File: config.mk
export PLATFORM = sky130hd
export DESIGN_NAME = hgq_controller
export DESIGN_NICKNAME = d
export VERILOG_FILES = /design/src/hdl/hgq_pkg.sv /design/src/hdl/hgq_controller.sv
export VERILOG_INCLUDE_DIRS = /design/src /design/src/hdl
export SDC_FILE = /design/constraint.sdc
export NUM_CORES = 1
export LEC_CHECK = 0
export BUFFER_PORTS_ARGS = -buffer_cell sky130_fd_sc_hd__buf_2
export CORE_UTILIZATION = 50
export CTS_BUF_LIST = sky130_fd_sc_hd__clkbuf_2
export CTS_CLUSTER_DIAMETER = 50
export DETAILED_ROUTE_END_ITERATION = 10
export GPL_TIMING_DRIVEN = 0
export PLACE_DENSITY = 0.88
export SYNTH_ARGS = -nofsm -noshare
export SYNTH_HDL_FRONTEND = slang
export SYNTH_SLANG_ARGS = --single-unit
File: constraint.sdc
create_clock -name clk -period 4.1 [get_ports clk]
set_clock_uncertainty 0.05 [all_clocks]
set_input_delay 0.205 -clock clk [delete_from_list [all_inputs] [get_ports clk]]
set_output_delay 0.205 -clock clk [all_outputs]
set_load 0.02 [all_outputs]
File: src/hdl/hessenberg_givens_qr_column_macros.svh
// assertion macros used by the hessenberg givens qr column controller
`ifndef HESSENBERG_GIVENS_QR_COLUMN_MACROS_SVH
`define HESSENBERG_GIVENS_QR_COLUMN_MACROS_SVH

// same-cycle implication, checked at every clock edge out of reset
`define HGQ_ASSERT_NOW(label, clk, rst_n, ante, cons) \
    label: assert property (@(posedge clk) disable iff (!rst_n) (ante) |-> (cons)) \
        else $error("hgq check failed");

// next-cycle implication, checked at every clock edge out of reset
`define HGQ_ASSERT_NEXT(label, clk, rst_n, ante, cons) \
    label: assert property (@(posedge clk) disable iff (!rst_n) (ante) |=> (cons)) \
        else $error("hgq check failed");

`endif

File: src/hdl/hgq_pkg.sv
// types and constants of the hessenberg givens qr column block
package hgq_pkg;

    localparam int CNT_BITS = 6;
    localparam logic [CNT_BITS-1:0] CNT_MAX = 6'd63;
    localparam logic signed [31:0] ONE_Q30 = 32'sh4000_0000;
    localparam int DIV_STEPS = 31;
    localparam int SQRT_STEPS = 32;

    typedef enum logic [4:0] {
        ST_IDLE,
        ST_DECIDE,
        ST_ROT_LD,
        ST_ROT_ONE,
        ST_SETUP,
        ST_DIV,
        ST_SQ,
        ST_SQ_LD,
        ST_SQRT,
        ST_INV_LD,
        ST_INV,
        ST_OM,
        ST_ROT_SET,
        ST_P1,
        ST_P2,
        ST_P3,
        ST_P4,
        ST_P5,
        ST_P6,
        ST_DONE
    } state_t;

    typedef enum logic [3:0] {
        MUL_NONE,
        MUL_C_CV,
        MUL_S_E,
        MUL_NS_CV,
        MUL_C_E,
        MUL_C_RES,
        MUL_NS_RES,
        MUL_TT,
        MUL_TI
    } mul_sel_t;

    typedef enum logic [1:0] {
        ACC_HOLD,
        ACC_LOAD,
        ACC_ADD
    } acc_op_t;

    typedef enum logic [2:0] {
        CAP_NONE,
        CAP_RV,
        CAP_NC,
        CAP_RE,
        CAP_RN
    } cap_t;

    typedef struct packed {
        logic     accept;
        logic     take_row0;
        logic     rot_mem;
        logic     rot_one;
        logic     div_tm;
        logic     div_inv;
        logic     div_step;
        logic     latch_tm;
        logic     sqrt_init;
        logic     sqrt_step;
        logic     rot_set;
        mul_sel_t mul_sel;
        acc_op_t  acc_op;
        cap_t     cap;
        logic     commit;
    } hgq_cmd_t;

    typedef struct packed {
        logic col_end;
        logic row_zero;
        logic dy_zero;
        logic out_free;
    } hgq_status_t;

endpackage

File: src/hdl/hgq_controller.sv
// controller: sequences one entry through the datapath
module hgq_controller
    import hgq_pkg::*;
(
    input  logic        clk,
    input  logic        rst_n,
    input  logic        in_valid,
    output logic        in_ready,
    input  hgq_status_t status,
    output hgq_cmd_t    cmd
);

`include "hessenberg_givens_qr_column_macros.svh"

    state_t     state_reg;
    state_t     state_next;
    logic [4:0] cnt_reg;
    logic [4:0] cnt_next;

    // state and step counter
    always_ff @(posedge clk or negedge rst_n)
    begin
        if (!rst_n)
        begin
            state_reg <= ST_IDLE;
            cnt_reg   <= '0;
        end else
        begin
            state_reg <= state_next;
            cnt_reg   <= cnt_next;
        end
    end

    // next state and commands
    always_comb
    begin
        state_next = state_reg;
        cnt_next   = cnt_reg;
        cmd        = '0;
        in_ready   = 1'b0;
        unique case (state_reg)
            ST_IDLE:
            begin
                in_ready = 1'b1;
                if (in_valid)
                begin
                    cmd.accept = 1'b1;
                    state_next = ST_DECIDE;
                end
            end
            ST_DECIDE:
            begin
                if (status.col_end)
                begin
                    state_next = status.dy_zero ? ST_ROT_ONE : ST_SETUP;
                end else if (status.row_zero)
                begin
                    cmd.take_row0 = 1'b1;
                    state_next    = ST_IDLE;
                end else
                begin
                    state_next = ST_ROT_LD;
                end
            end
            ST_ROT_LD:
            begin
                cmd.rot_mem = 1'b1;
                state_next  = ST_P1;
            end
            ST_ROT_ONE:
            begin
                cmd.rot_one = 1'b1;
                state_next  = ST_P1;
            end
            ST_SETUP:
            begin
                cmd.div_tm = 1'b1;
                cnt_next   = 5'(DIV_STEPS - 1);
                state_next = ST_DIV;
            end
            ST_DIV:
            begin
                cmd.div_step = 1'b1;
                cnt_next     = cnt_reg - 5'd1;
                if (cnt_reg == '0)
                begin
                    state_next = ST_SQ;
                end
            end
            ST_SQ:
            begin
                cmd.mul_sel  = MUL_TT;
                cmd.latch_tm = 1'b1;
                state_next   = ST_SQ_LD;
            end
            ST_SQ_LD:
            begin
                cmd.sqrt_init = 1'b1;
                cnt_next      = 5'(SQRT_STEPS - 1);
                state_next    = ST_SQRT;
            end
            ST_SQRT:
            begin
                cmd.sqrt_step = 1'b1;
                cnt_next      = cnt_reg - 5'd1;
                if (cnt_reg == '0)
                begin
                    state_next = ST_INV_LD;
                end
            end
            ST_INV_LD:
            begin
                cmd.div_inv = 1'b1;
                cnt_next    = 5'(DIV_STEPS - 1);
                state_next  = ST_INV;
            end
            ST_INV:
            begin
                cmd.div_step = 1'b1;
                cnt_next     = cnt_reg - 5'd1;
                if (cnt_reg == '0)
                begin
                    state_next = ST_OM;
                end
            end
            ST_OM:
            begin
                cmd.mul_sel = MUL_TI;
                state_next  = ST_ROT_SET;
            end
            ST_ROT_SET:
            begin
                cmd.rot_set = 1'b1;
                state_next  = ST_P1;
            end
            // rotate the pair: first output then second half
            ST_P1:
            begin
                cmd.mul_sel = MUL_C_CV;
                state_next  = ST_P2;
            end
            ST_P2:
            begin
                cmd.mul_sel = MUL_S_E;
                cmd.acc_op  = ACC_LOAD;
                state_next  = ST_P3;
            end
            ST_P3:
            begin
                cmd.mul_sel = status.col_end ? MUL_C_RES : MUL_NS_CV;
                cmd.acc_op  = ACC_ADD;
                state_next  = ST_P4;
            end
            ST_P4:
            begin
                cmd.mul_sel = status.col_end ? MUL_NS_RES : MUL_C_E;
                cmd.acc_op  = ACC_LOAD;
                cmd.cap     = CAP_RV;
                state_next  = ST_P5;
            end
            ST_P5:
            begin
                if (status.col_end)
                begin
                    cmd.acc_op = ACC_LOAD;
                    cmd.cap    = CAP_RE;
                end else
                begin
                    cmd.acc_op = ACC_ADD;
                end
                state_next = ST_P6;
            end
            ST_P6:
            begin
                cmd.cap    = status.col_end ? CAP_RN : CAP_NC;
                state_next = ST_DONE;
            end
            ST_DONE:
            begin
                if (status.out_free)
                begin
                    cmd.commit = 1'b1;
                    state_next = ST_IDLE;
                end
            end
            default:
            begin
                state_next = ST_IDLE;
            end
        endcase
    end

    `HGQ_ASSERT_NOW(a_commit_free, clk, rst_n, cmd.commit, status.out_free)
    `HGQ_ASSERT_NEXT(a_accept_decide, clk, rst_n, in_valid && in_ready, state_reg == ST_DECIDE)
    `HGQ_ASSERT_NEXT(a_p6_done, clk, rst_n, state_reg == ST_P6, state_reg == ST_DONE)
    `HGQ_ASSERT_NOW(a_busy_no_accept, clk, rst_n, state_reg != ST_IDLE, !cmd.accept)

endmodule

==> flow_metrics.py, run 1 <==
metrics = {
    "sta": {
        "setup_viol": 0,
        "slew_viol_final": 0,
        "timing.slew.headroom_pct": 70.2,
        "hold_ws_ns": 0.240,
        "tightestPinTransition_ns": 0.441,
        "timing.final.crit_share_pct": 56.8,
        "max_freq_mhz": 429,
        "post-route-min-period_ns": 2.33,
        "rsz0062_at_grt": "false",
        "tns_ns": 0,
        "hold_violations": 0,
    },
    "drt": {
        "drc": 0,
        "drt-pass1-iter-count": 4,
        "vias": 1129,
        "drt_wl_total_mm": 2.57,
        "routedWlPerCell_um": 13.7,
        "antenna_left": 0,
        "drt-initial-drc-count": 37,
        "vias_per_cell": 6.01,
    },
    "yosys": {
        "synthDistinctLibCells": 42,
        "syn_area_sq_um": 938,
        "synthCells": 131,
        "yosys_warnings": 0,
        "ys_ff_latch": 10,
        "syn_avg_cell_area_sq_um": 7.16,
        "synthesis.nets": 140,
        "synth-seq-area-share_pct": 26.7,
    },
    "place": {
        "place_congestion": 0.891,
        "portBuffers": 28,
        "place_inst": 184,
        "placed_area_sq_um": 1110,
        "dp.final_hpwl_mm": 1.96,
    },
    "layout": {
        "n_antenna_cell": 0,
        "final_cell_area_sq_um": 1130,
        "area_delta_synth_final_pct": 20.9,
        "post-route-util_pct": 65.0,
        "layout-drive-gt1-share_pct": 23.3,
        "layout.nets": 174,
        "regArea_sq_um": 250,
        "multiInputGateArea_sq_um": 618,
        "layout.cells.non_filler": 188,
        "fillers": 148,
    },
    "min_path": {
        "hold_class": "input pin to flop",
    },
    "clocking": {
        "clockBufferDepth": 2,
        "post_cts_buffers": 0,
        "clk_pin_slew_worst_paths_ns": 0.10,
        "cts_sinks": 10,
        "tritoncts": "yes",
        "root_buffer": "clkbuf_2",
        "clk_latency_ns": 0.26,
        "cts_buffers": 3,
        "h-tree-depth": 1,
    },
    "grt": {
        "use_met3_pct": 7.20,
        "first_global_vias": 923,
        "antenna_found_initial": 0,
        "grt_overflow": 0,
        "grt_first_pass_wirelength_mm": 4.00,
        "grt_max_degree": 11,
        "grt_use_met1_pct": 36.3,
        "grt.busiest_layer": "met2",
        "grt_use_met2_pct": 43.8,
        "grtUsageTotal_pct": 26.8,
    },
    "power_and_ir_drop": {
        "leakagePower_nw": 0.524,
        "irDropWorstVdd_uv": 390,
        "power.density_nw_per_um2": 799,
    },
    "run_status": {
        "status": "completed",
    },
    "worst_setup_path": {
        "endpoint": "cmd[8]",
        "crit_type": "flop to primary output",
        "startpoint": "state_reg[0]",
        "crit_required_ns": 3.85,
        "crit_chain": "buf_1, clkbuf_1, nand2_1, nor2_1, nor2_1, o22ai_1, buf_2",
        "start_kind": "flop",
        "worst-path-stages": 7,
        "cp_slowest_cell": "dfrtp_1",
        "cpLargestDelayFamily": "buffers and inverters",
        "timing.rr.end": "state_reg[0]",
        "reg2reg_from": "state_reg[0]",
        "slowest_delay_ns": 0.41,
        "arrival_ns": 2.07,
        "reg2regPathDepth": 5,
        "critPathMaxFanout": 10,
        "cpMostUsedCell": "nor2_1",
        "crit_buf_inv": 3,
        "r2r_slack_ns": 1.83,
        "end_kind": "primary output",
    },
    "die": {
        "coreArea_sq_um": 1750,
        "num_rows": 15,
        "fp.dieArea_sq_um": 2050,
        "ios": 29,
        "chipHeight_um": 45.3,
        "start_util_pct": 53.8,
        "die_width_um": 45.3,
    },
    "run": {
        "maxCapViolations": 0,
    },
}
[worst register-to-register path: cells and delay by family, from the launching register on]
family                 cells  cell delay [ns]
AND/OR/NAND/NOR            3             1.20
AO/OA/AOI/OAI              1             0.23
buffers and inverters      1             0.25
flip-flops                 1             0.43
[how the worst min path moves through the flow]
stage              from            to  slack (ns)  cells after the start
2_1_floorplan     rst_n    cnt_reg[0]       -0.14                      0
6_report       in_valid  state_reg[1]        0.24                      3
3_5_place_dp      rst_n  state_reg[0]        0.03                      1
4_1_cts        in_valid  state_reg[1]        0.24                      3
3_3_place_gp      rst_n  state_reg[1]        0.03                      1
5_1_grt        in_valid  state_reg[1]        0.24                      3
[area by class of cell]
type	instances	area share, %
Inverter	6	1.98
Sequential cell	10	22.1
Clock buffer	3	1.32
Multi-Input combinational cell	105	54.5
Tap cell	25	2.76
Buffer	10	4.19
Timing Repair Buffer	29	13.2
[cells in the mapped netlist, drive strengths merged]
cell / n / share of area (%)
nor2: 20 / 8.0
nand2: 12 / 4.8
dfrtp: 10 / 27
a21oi: 9 / 4.8
o21ai: 8 / 4.3
inv: 6 / 2.4
nand3: 6 / 3.2
nor3: 6 / 3.2
buf: 5 / 3.1
clkbuf: 5 / 2.0
nor4: 3 / 2.0
or4: 3 / 2.8
a31oi: 2 / 1.3
and2: 2 / 1.3
and3: 2 / 1.3
and4: 2 / 1.9
ha: 2 / 2.7
nand2b: 2 / 1.3
nor2b: 2 / 1.3
nor3b: 2 / 1.6
o211ai: 2 / 1.6
o21a: 2 / 1.6
o22ai: 2 / 1.3
xnor2: 2 / 1.9
a211oi: 1 / 0.80
a311o: 1 / 1.1
a41o: 1 / 1.1
a41oi: 1 / 0.93
nand3b: 1 / 0.80
nor4bb: 1 / 1.1
o2111a: 1 / 1.2
o21bai: 1 / 0.80
o31a: 1 / 0.93
o32a: 1 / 1.1
or2: 1 / 0.67
or3: 1 / 1.2
or4b: 1 / 1.1
xor2: 1 / 0.93
[repair_timing]
action,4_1_cts,5_1_grt
hold endpoints to repair,10,0
resized for setup,0,0
hold buffers,1,0
[cells in the final DEF (no fill, tap or decap), drive strengths merged, types with 2 or more instances in the layout]
master and count:
buf 33, nor2 20, nand2 12, dfrtp 10, a21oi 9, o21ai 8
clkbuf 8, nand3 6, nor3 6, inv 6, nor4 3, or4 3
nor2b 2, and3 2, o22ai 2, and2 2, nor3b 2, nand2b 2
xnor2 2, o21a 2, a31oi 2, o211ai 2, and4 2, ha 2
[logic make-up after synthesis]
group | after synthesis | synth area share [%]
AO/OA/AOI/OAI | 33 | 22.8
XOR/XNOR | 3 | 2.80
adder cells (fa/ha/maj) | 2 | 2.67
buffers and inverters | 16 | 7.47
flip-flops | 10 | 26.7
AND/OR/NAND/NOR | 67 | 37.6
[power by group]
group | internal [mW] | switching (mW)
clock | 0.0199 | 0.0332
sequential | 0.138 | 0.0258
combinational | 0.243 | 0.447
[per-stage QoR]
stage          power, mW  setup slack [ns]
3_5_place_dp       0.841              1.86
2_1_floorplan      0.675              1.98
3_3_place_gp       0.824              1.92
4_1_cts            0.896              1.83
5_1_grt            0.983              1.58
6_report           0.907              1.77
[layer usage]
metal | routed length, um | up-vias | part of all wire, %
met4 | 10 | 0 | 0.39
li1 | - | 541 | -
met1 | 1080 | 535 | 42
met5 | 0 | - | 0
met2 | 1230 | 51 | 48
met3 | 244 | 2 | 9.5
No activity file was read; power rests on OpenSTA's default activity.
==> run 2, diff against run 1 <==
==> constraint.sdc (replaced) <==
create_clock -name clk -period 2.4 [get_ports clk]
set_clock_uncertainty 0.05 [all_clocks]
set_input_delay 0.12 -clock clk [delete_from_list [all_inputs] [get_ports clk]]
set_output_delay 0.12 -clock clk [all_outputs]
set_load 0.02 [all_outputs]
==> run 2 against run 1 <==
Net effect: flip-flop and latch count unchanged; largest cell class unchanged; critical endpoint is now state_reg[0]; utilization grew 0.36 points; register-to-register slack lost 1.6 ns; first-iteration DRC count increased by 24%; via count increased by 1.2%.
==> flow_metrics.py, run 2 (synthesis results as in run 1) <==
metrics = {
    "sta": {
        "post-route-min-period_ns": 2.22,
        "timing.final.crit_share_pct": 92.3,
        "rsz0062_at_grt": "false",
        "tightestPinTransition_ns": 0.469,
        "max_freq_mhz": 451,
        "postLayoutSetupSlackWorst_ns": 0.185,
        "timing.slew.headroom_pct": 68.7,
        "hold_violations": 0,
        "slew_viol_final": 0,
        "setup_viol": 0,
        "tns_ns": 0,
    },
    "power_and_ir_drop": {
        "irDropWorstVdd_uv": 701,
        "p_total_mw": 1.56,
        "power.density_nw_per_um2": 1360,
        "leakagePower_nw": 0.529,
    },
    "layout": {
        "post-route-util_pct": 65.4,
        "layout.nets": 174,
        "fillers": 146,
        "layout.cells.non_filler": 188,
        "n_antenna_cell": 0,
        "final_common_cell": "buf_2",
        "area_delta_synth_final_pct": 21.6,
        "final_cell_mix": "30 x buf_2, 20 x nor2_1, 12 x nand2_1",
        "layout-drive-gt1-share_pct": 24.5,
    },
    "die": {
        "coreArea_sq_um": 1750,
        "ios": 29,
        "chipHeight_um": 45.3,
        "num_rows": 15,
        "die_width_um": 45.3,
        "fp.dieArea_sq_um": 2050,
        "start_util_pct": 53.8,
    },
    "clocking": {
        "clockBufferDepth": 2,
        "clk_latency_ns": 0.26,
        "clk_pin_slew_worst_paths_ns": 0.10,
        "h-tree-depth": 1,
        "tritoncts": "yes",
        "cts_buffers": 3,
        "post_cts_buffers": 0,
        "root_buffer": "clkbuf_2",
        "cts_sinks": 10,
    },
    "grt": {
        "grtUsageTotal_pct": 26.8,
        "grt_max_degree": 11,
        "antenna_found_initial": 0,
        "grt_overflow": 0,
        "first_global_vias": 923,
        "grt_first_pass_wirelength_mm": 4.00,
    },
    "worst_setup_path": {
        "cp_slowest_cell": "or4_1",
        "cpLargestDelayFamily": "simple AND/OR/NAND/NOR gates",
        "crit_required_ns": 2.49,
        "end_kind": "flop",
        "reg2regPathDepth": 5,
        "start_kind": "flop",
        "crit_chain": "clkbuf_1, nor4bb_1, o211ai_1, and4_1, or4_1",
        "reg2reg_from": "state_reg[3]",
        "r2r_slack_ns": 0.18,
        "crit_type": "flop to flop",
        "arrival_ns": 2.30,
        "crit_buf_inv": 1,
        "slowest_delay_ns": 0.50,
        "timing.rr.end": "state_reg[0]",
        "critPathMaxFanout": 10,
    },
    "place": {
        "dp_slack_ns": 0.162,
        "place_inst": 184,
        "place_congestion": 0.891,
        "dp.final_hpwl_mm": 1.96,
        "portBuffers": 28,
    },
    "drt": {
        "drt-initial-drc-count": 46,
        "vias": 1142,
        "drt-pass1-iter-count": 4,
        "routedWlPerCell_um": 13.7,
        "drc": 0,
        "antenna_left": 0,
        "drt_wl_total_mm": 2.57,
        "vias_per_cell": 6.07,
    },
    "min_path": {
        "min_path_cells": 3,
        "hold_path_end": "state_reg[1]",
        "hp-start": "in_valid",
        "hold_class": "input pin to flop",
    },
    "run": {
        "maxCapViolations": 0,
    },
    "run_status": {
        "status": "completed",
    },
}
run 2: worst max path at each step:
stage,cells after the start,slack [ns],start,end
final,5,0.18,state_reg[3],state_reg[0]
after global routing,5,0.03,state_reg[3],state_reg[0]
after floorplan,5,0.28,state_reg[1],state_reg[0]
after global placement,5,0.22,state_reg[1],state_reg[0]
after detailed placement,5,0.16,state_reg[0],state_reg[0]
after CTS,5,0.14,state_reg[0],state_reg[0]
run 2: layout make-up:
class,instances,area [sq um],share of cell area (%)
timing repair buffer,29,150,13.2
buffer,10,48.8,4.28
multi-input combinational,105,623,54.6
clock buffer,3,15.0,1.32
sequential,10,250,21.9
inverter,6,22.5,1.97
tap,25,31.3,2.74
run 2: through the flow:
step                hold slack (ns)  area, sq um
global placement            -0.0575         1110
detailed placement          -0.0551         1110
finish                        0.155         1140
CTS                           0.157         1130
floorplan                    -0.226          938
global route                  0.150         1140
run 2: timing repair:
action | CTS | global route
hold endpoints to repair | 10 | 0
resized for setup | 0 | 2
endpoints found under the setup margin | 0 | 2
hold buffers | 1 | 0
run 2: report_power, final:
part	leakage [nW]	internal, mW	switching [mW]
combinational	0.408	0.419	0.765
clock	0.0125	0.0341	0.0564
sequential	0.108	0.236	0.0450
run 2: worst register-to-register path, stage by stage, from the launching register on:
cell	delay, ns
dfrtp_1	0.39
clkbuf_1	0.21
nor4bb_1	0.47
o211ai_1	0.25
and4_1	0.24
or4_1	0.50
run 2: metal layers:
| layer | track usage, % | wire (um) |
|---|---|---|
| met2 | 43.8 | 1250 |
| met4 | 3.64 | 6 |
| met5 | 0 | 0 |
| met3 | 7.20 | 245 |
| met1 | 36.3 | 1070 |
